### src/rtl/nbls_pkg.sv
// Package for the NAT balancer / learning switch: sizes, codes and item types.
// No dependencies.
package nbls_pkg;

  localparam int unsigned ConnEntries = 512;
  localparam int unsigned MacEntries  = 256;
  localparam int unsigned ConnAw      = $clog2(ConnEntries);
  localparam int unsigned MacAw       = $clog2(MacEntries);

  localparam logic [15:0] EtArp  = 16'h0608;
  localparam logic [15:0] EtIpv4 = 16'h0008;

  localparam logic [1:0] RegServerCount = 2'd0;
  localparam logic [1:0] RegServerOne   = 2'd1;
  localparam logic [1:0] RegServerTwo   = 2'd2;

  typedef struct packed {
    logic [15:0] ethertype;
    logic [47:0] source_mac;
    logic [47:0] dest_mac;
    logic [7:0]  arrival_port;
    logic [31:0] src_addr;
    logic [31:0] dst_addr;
    logic [15:0] checksum_in;
  } item_in_t;

  typedef struct packed {
    logic [31:0] src_addr_out;
    logic [31:0] dst_addr_out;
    logic [15:0] checksum_out;
    logic [7:0]  egress_port;
    logic        flood;
  } item_out_t;

  typedef struct packed {
    logic [1:0] reg_index;
    logic [31:0] data;
  } cfg_t;

  typedef enum logic [3:0] {
    ST_IDLE, ST_CLASSIFY, ST_CONN_SCAN, ST_CONN_WRITE, ST_MAC_SCAN, ST_MAC_WRITE,
    ST_FWD_SCAN, ST_OUT
  } state_e;

  // controller -> datapath
  typedef struct packed {
    logic load;
    logic classify;
    logic conn_clr;
    logic conn_step;
    logic conn_write;
    logic mac_clr;
    logic mac_step;
    logic mac_write;
    logic fwd_clr;
    logic fwd_step;
    logic finish;
  } cmd_t;

  // datapath -> controller
  typedef struct packed {
    logic conn_needed;
    logic conn_done;
    logic mac_needed;
    logic mac_done;
    logic fwd_done;
  } status_t;

endpackage

### src/rtl/nbls_ctrl.sv
// Controller FSM: sequences classify, table scans and table writes per item.
// Depends on nbls_pkg.
module nbls_ctrl (
  input  logic                clk_i,
  input  logic                rst_ni,
  input  logic                in_valid_i,
  output logic                in_ready_o,
  output logic                out_valid_o,
  input  logic                out_ready_i,
  input  nbls_pkg::status_t   status_i,
  output nbls_pkg::cmd_t      cmd_o
);
  nbls_pkg::state_e state_q, state_d;
  logic out_valid_q, out_valid_d;

  always_ff @(posedge clk_i or negedge rst_ni) begin
    if (!rst_ni) begin
      state_q     <= nbls_pkg::ST_IDLE;
      out_valid_q <= 1'b0;
    end else begin
      state_q     <= state_d;
      out_valid_q <= out_valid_d;
    end
  end

  assign out_valid_o = out_valid_q;

  always_comb begin
    state_d     = state_q;
    cmd_o       = '0;
    in_ready_o  = 1'b0;
    out_valid_d = out_valid_q && !out_ready_i;
    unique case (state_q)
      nbls_pkg::ST_IDLE: begin
        in_ready_o = 1'b1;
        if (in_valid_i) begin
          cmd_o.load = 1'b1;
          state_d    = nbls_pkg::ST_CLASSIFY;
        end
      end
      nbls_pkg::ST_CLASSIFY: begin
        cmd_o.classify = 1'b1;
        cmd_o.conn_clr = 1'b1;
        state_d        = nbls_pkg::ST_CONN_SCAN;
      end
      nbls_pkg::ST_CONN_SCAN: begin
        if (status_i.conn_done) begin
          state_d = status_i.conn_needed ? nbls_pkg::ST_CONN_WRITE : nbls_pkg::ST_MAC_SCAN;
          cmd_o.mac_clr = !status_i.conn_needed;
        end else begin
          cmd_o.conn_step = 1'b1;
        end
      end
      nbls_pkg::ST_CONN_WRITE: begin
        cmd_o.conn_write = 1'b1;
        cmd_o.mac_clr    = 1'b1;
        state_d          = nbls_pkg::ST_MAC_SCAN;
      end
      nbls_pkg::ST_MAC_SCAN: begin
        if (status_i.mac_done) begin
          state_d = status_i.mac_needed ? nbls_pkg::ST_MAC_WRITE : nbls_pkg::ST_FWD_SCAN;
          cmd_o.fwd_clr = !status_i.mac_needed;
        end else begin
          cmd_o.mac_step = 1'b1;
        end
      end
      nbls_pkg::ST_MAC_WRITE: begin
        cmd_o.mac_write = 1'b1;
        cmd_o.fwd_clr   = 1'b1;
        state_d         = nbls_pkg::ST_FWD_SCAN;
      end
      nbls_pkg::ST_FWD_SCAN: begin
        if (status_i.fwd_done) begin
          state_d = nbls_pkg::ST_OUT;
        end else begin
          cmd_o.fwd_step = 1'b1;
        end
      end
      nbls_pkg::ST_OUT: begin
        if (!out_valid_q || out_ready_i) begin
          cmd_o.finish = 1'b1;
          out_valid_d  = 1'b1;
          state_d      = nbls_pkg::ST_IDLE;
        end
      end
      default: state_d = nbls_pkg::ST_IDLE;
    endcase
  end
endmodule

### config.mk
export PLATFORM = sky130hd
export DESIGN_NAME = nbls_ctrl
export DESIGN_NICKNAME = d
export VERILOG_FILES = /design/src/rtl/nbls_pkg.sv /design/src/rtl/nbls_ctrl.sv
export SDC_FILE = /design/constraint.sdc
export NUM_CORES = 1
export LEC_CHECK = 0
export BUFFER_PORTS_ARGS = -buffer_cell sky130_fd_sc_hd__buf_2
export CAP_MARGIN = 15
export CORE_MARGIN = 2
export CORE_UTILIZATION = 25
export CTS_CLUSTER_DIAMETER = 40
export DETAILED_ROUTE_END_ITERATION = 10
export GPL_ROUTABILITY_DRIVEN = 0
export PLACE_DENSITY = 0.57
export SLEW_MARGIN = 20
export SYNTH_ARGS = -nofsm -noshare
export SYNTH_HDL_FRONTEND = slang
export SYNTH_SLANG_ARGS = --single-unit
### constraint.sdc
create_clock -name clk_i -period 1.2 [get_ports clk_i]
set_input_delay 0.18 -clock clk_i [delete_from_list [all_inputs] [get_ports clk_i]]
set_output_delay 0.18 -clock clk_i [all_outputs]
set_load 0.01 [all_outputs]
==> run metrics, run 1 <==
starting DRC count in detailed routing=2; H-Tree Depth=1; Clock Tree Root=clkbuf_4; top cells by area, synth=dfrtp_1, buf_6, nor2_1, mux2i_1, or2b_2; global-route wire length before repair=2090 µm; antenna-violating nets left=0; warning count from the yosys run=0; status=complete, but fails checks; height of the die=44.0 µm; Antenna Cells=0; slowest CP cell=dfrtp_2; worst skew pair latency=0.23 ns; crit share post-route=118%; synthesized net count=56; register area share after synthesis=25.1%; HP Class=in2reg; Max Fanout on Critical Path=4; required time of the critical path=1.02 ns; Worst R2R Start=state_q[1]; fill cell count=138; most common cell in the netlist=nor2_1; Max VDD drop=1030 µV; PnR worst setup slack=-0.215 ns; Layout area overhead=95.9%; max cap viols=0; final design utilization=51.9%; Congestion Overflow GR=0; Total Routing Usage GR=14.6%; number of synthesized register bits=4; Reg clk slew, reported paths=0.04 ns; Worst Tran Pin Value=0.252 ns; Final Hold Fails=0; cell taking the most area after synthesis=dfrtp_1; Startpoint Class=register; sequential cell area=104 µm²; reg-to-reg slack, setup=-0.16 ns; I/O pin cnt=22; Worst path top cell family by delay=flip-flops; multi-input logic area=334 µm²; Hold Path End=out_valid_o; share of cells above drive strength 1=75.6%; Synth top area share=25.1%; IO Port Bufs=21; CP cell instances=buf_6 -> buf_6 -> nor3b_4 -> buf_2; PwrDens=2710 nW/µm²; Worst Hold Depth=3; final WL=1200 µm; clock sinks=4; Post-Syn Instances=47; Yosys cell types=25; vias per std cell=4.69; Setup-failing EPs final=14; Synth async-reset ratio=100%; die area=1930 µm²; leakage=0.404 nW; Vias=478; Arr. time, crit path=1.24 ns; layout net count=97; dpl ws=-0.124 ns; hold path start=out_ready_i; TritonCTS clock tree=yes; pin count of the biggest net entering global routing=8; kind of critical path=reg2out; cell count along the critical path=4; DR WL/cell=11.8 µm; Worst R2R Path Depth=5; Slew Viols, Final=0; Max Buffers Root-to-Sink=2; mapped cell area=399 µm²; Worst path most repeated cell=buf_6; violated checks=negative setup slack; Slew HR=83.2%; EDFF count, synth=0; residual DRC count=0; unrepaired setup endpoints after global routing=yes; Core Footprint=1510 µm²; row cnt=14; Primary FF master, synth=dfrtp_1; Starting Density=26.5%; Highest Clock Rate=0.707 GHz; reg2reg end=state_q[0]; DR pass1 iterations=2; Clock Skew=0.00146 ns; total CTS buffers=3; vias in the first global route=512; chip width=44.0 µm; top cells by count, synth=nor2_1, buf_6, dfrtp_1; slowest stage delay, CP=0.43 ns; Crit. End Element=output pin; Tmin final=1.42 ns; CP bufs+invs=3; Avg Cell Area, Syn=8.49 µm²; initial antenna violation count=0
[power by group]
group          leakage [nW]  switching, mW  internal, mW
Sequential           0.0462          0.134         0.215
Clock                0.0138         0.0538         0.112
Combinational         0.344          0.660         0.942
Total                 0.404          0.847          1.27
[worst reg2reg max path, stage by stage (launching register included)]
cell     delay [ns]
dfrtp_2        0.44
buf_6          0.14
buf_6          0.11
mux2i_1        0.11
a22o_1         0.22
o32ai_2        0.24
[logic make-up after synthesis]
logic type | share of synthesized area (%)
muxes | 7.84
AOI/OAI and AO/OA | 18.8
and+or+nand+nor | 33.2
buffers and inverters | 15.0
DFF | 25.1
[metal layers]
layer / track usage [%] / wire [µm] / share of wire (%)
met1: 15.7 / 493 / 41
met4: 3.64 / 0 / 0
met5: 0 / 0 / 0
met2: 25.9 / 633 / 53
met3: 6.25 / 77 / 6.4
[layout make-up]
type                    instances  area share (%)
multi-input cells              36            42.7
repair buffers                 41            37.6
flip-flops and latches          4            13.3
clock buffers                   3            2.88
well taps                      16            2.56
inverters                       2           0.960
[cell usage in the layout (no fill, tap or decap), types with 2 or more instances in the layout]
cell,netlist,final
buf_2,0,20
buf_4,1,11
buf_6,4,9
clkbuf_4,0,3
dfrtp_2,0,3
inv_1,2,2
mux2i_1,2,2
nor2_1,6,5
o21ai_0,2,2
[sequential cells by signal, indices dropped and copies added (netlist names)]
| register | count |
|---|---|
| out_valid_o | 1 |
| state_q | 3 |
[repair_timing]
item	CTS	global route
setup buffers	14	0
endpoints found under the hold margin	4	0
setup endpoints to repair	14	14
resized for setup	23	10
pin swaps	11	5
hold buffers	1	0
[stage by stage]
stage / TNS [ns] / power [mW] / hold slack [ns] / area (µm²) / cells
floorplan: -0.00152 / 1.02 / -0.116 / 409 / 47
global placement: -0.474 / 1.20 / -0.00882 / 519 / 84
detailed placement: -0.514 / 1.21 / -0.00810 / 519 / 84
CTS: -1.97 / 1.96 / 0.248 / 736 / 102
global route: -2.82 / 2.28 / 0.266 / 782 / 102
finish: -2.14 / 2.12 / 0.259 / 782 / 102
[how the worst max path moves through the flow]
stage / from / end / slack, ns
4_1_cts: state_q[2] / cmd_o[9] / -0.20
6_report: state_q[2] / cmd_o[9] / -0.22
5_1_grt: state_q[2] / cmd_o[9] / -0.27
2_1_floorplan: state_q[1] / cmd_o[9] / -0.002
3_5_place_dp: state_q[2] / cmd_o[4] / -0.12
3_3_place_gp: state_q[1] / state_q[0] / -0.11
(Power assumes the default switching activity.)
==> run 2, diff against run 1 <==
--- a/config.mk
+++ b/config.mk
@@ -12,7 +12,7 @@
 export CTS_CLUSTER_DIAMETER = 40
 export DETAILED_ROUTE_END_ITERATION = 10
 export GPL_ROUTABILITY_DRIVEN = 0
-export PLACE_DENSITY = 0.57
+export PLACE_DENSITY = 0.55
 export SLEW_MARGIN = 20
 export SYNTH_ARGS = -nofsm -noshare
 export SYNTH_HDL_FRONTEND = slang
==> constraint.sdc (replaced) <==
create_clock -name clk_i -period 1.7 [get_ports clk_i]
set_input_delay 0.255 -clock clk_i [delete_from_list [all_inputs] [get_ports clk_i]]
set_output_delay 0.255 -clock clk_i [all_outputs]
set_load 0.01 [all_outputs]
==> run metrics, run 2 (synthesis results as in run 1) <==
Highest Clock Rate=0.650 GHz; vias in the first global route=357 (-30%); Starting Density=26.5% (unchanged); non-filler cells, final=83 (-19%); status=finished clean; antenna-violating nets left=0 (unchanged); Tmin final=1.54 ns; Slew Viols, Final=0 (unchanged); TritonCTS clock tree=yes; Total Routing Usage GR=10.4% (-4.2 points); clock sinks=4 (unchanged); height of the die=44.0 µm (unchanged); pin count of the biggest net entering global routing=16 (+8); Max VDD drop=706 µV (-32%); IO Port Bufs=21 (unchanged); TNS Setup=0 ns (+2.14 ns); crit share post-route=90.5%; HP Class=in2reg; Layout area overhead=27.3%; PnR worst setup slack=0.161 ns (+0.376 ns); PwrDens=1730 nW/µm² (-36%); Antenna Cells=0 (unchanged); final WL=899 µm (-25%); most flop-heavy register=state_q; Core Footprint=1510 µm² (unchanged); starting DRC count in detailed routing=11 (+9); Startpoint Class=register; Vias=387 (-19%); Psw=0.397 mW (-53%); dpl cells=79 (-6.0%); clock share of power=12.9% (+5.1 points); leakage=0.267 nW (-34%); die area=1930 µm² (unchanged); Fin Hold WS=0.335 ns (+0.0760 ns); initial antenna violation count=0 (unchanged); vias per std cell=4.66 (-0.50%); Final Power=0.881 mW (-58%); Slew HR=83.2% (about the same); commonest non-fill, non-tap cell in the layout=buf_2; unrepaired setup endpoints after global routing=no; residual DRC count=0 (unchanged); Congestion Overflow GR=0 (unchanged); Final Hold Fails=0 (unchanged); share of cells above drive strength 1=47.8% (-28 points); layout net count=78 (-20%); DR pass1 iterations=4 (+2); I/O pin cnt=22 (unchanged); placed cell areas=472 µm² (-9.2%); kind of critical path=reg2out; Net Sw Frac=45.1% (+5.1 points); final design utilization=33.7% (-18 points); Setup-failing EPs final=0 (-14); fin area=508 µm² (-35%); Clock Skew=0.00645 ns (+0.00498 ns); Comb power frac=54.6% (-21 points); commonest cells after routing, fill and taps aside=buf_2, nor2_1, nand2_1, clkbuf_4, dfrtp_2; Max Fanout on Critical Path=15 (+11); total CTS buffers=3 (unchanged); DP Wirelength=682 µm; required time of the critical path=1.44 ns (+0.42 ns); Max Buffers Root-to-Sink=2 (unchanged); Reg power frac=32.5% (+16 points); Crit. End Element=output pin; global-route wire length before repair=1510 µm (-28%); Clock Tree Root=clkbuf_4; internal cell power=0.484 mW (-62%); H-Tree Depth=1 (unchanged); worst skew pair latency=0.23 ns (about the same); Arr. time, crit path=1.28 ns (+0.04 ns); DR WL/cell=10.8 µm (-8.2%); dpl ws=0.320 ns (+0.444 ns); number of flip-flops in the largest register=3 (unchanged); max cap viols=0 (unchanged); Reg clk slew, reported paths=0.04 ns (about the same); chip width=44.0 µm (unchanged); Worst Tran Pin Value=0.252 ns (-0.000782 ns); row cnt=14 (unchanged)
==> run 2: cell count changes in the layout (fill, tap and decap cells not counted), sizes merged <==
cell and change:
buf -19
==> run 2: per-layer routing <==
| layer | global-route usage (%) | share of wire, % | up-vias |
|---|---|---|---|
| li1 | - | - | 205 |
| met1 | 13.7 | 47 | 169 |
| met2 | 16.2 | 45 | 13 |
| met3 | 2.92 | 7.3 | 0 |
| met4 | 3.64 | 0 | 0 |
| met5 | 0 | 0 | - |
==> run 2: critical path, cell delays in order (launching register included) <==
cell	delay, ns
dfrtp_2	0.49
or2b_2	0.33
nor2_1	0.09
buf_2	0.13
==> run 2: worst paths after layout <==
kind | slack [ns] | from | cells after the start | endpoint
setup reg to reg | 0.44 | state_q[0] | 3 | state_q[1]
max in group asynchronous | 1.21 | rst_ni | 2 | state_q[2]
hold reg to reg | 0.66 | state_q[0] | 1 | state_q[0]
setup / recovery | 0.16 | state_q[1] | 3 | cmd_o[2]
hold / removal | 0.33 | out_ready_i | 3 | out_valid_o
min in group asynchronous | 0.36 | rst_ni | 2 | state_q[0]
==> run 2: area by class of cell <==
type                    count  area [µm²]
fillers                   157         998
clock buffers               3        22.5
inverters                   2        7.51
repair buffers             22         115
multi-input cells          36         239
well taps                  16        20.0
flip-flops and latches      4         104
==> run 2: power by group through the flow <==
stage / clock, mW / combinational [mW] / sequential, mW
after floorplan: 0 / 0.519 / 0.185
after global placement: 0 / 0.480 / 0.274
after detailed placement: 0 / 0.485 / 0.282
after CTS: 0.119 / 0.490 / 0.281
after global routing: 0.125 / 0.549 / 0.305
final: 0.114 / 0.481 / 0.286
==> run 2: what timing repair did <==
item / CTS / global route
resized for setup: 0 / 3
setup buffers: 0 / 0
endpoints found under the setup margin: 0 / 2
hold endpoints to repair: 4 / 0
hold buffers: 1 / 0
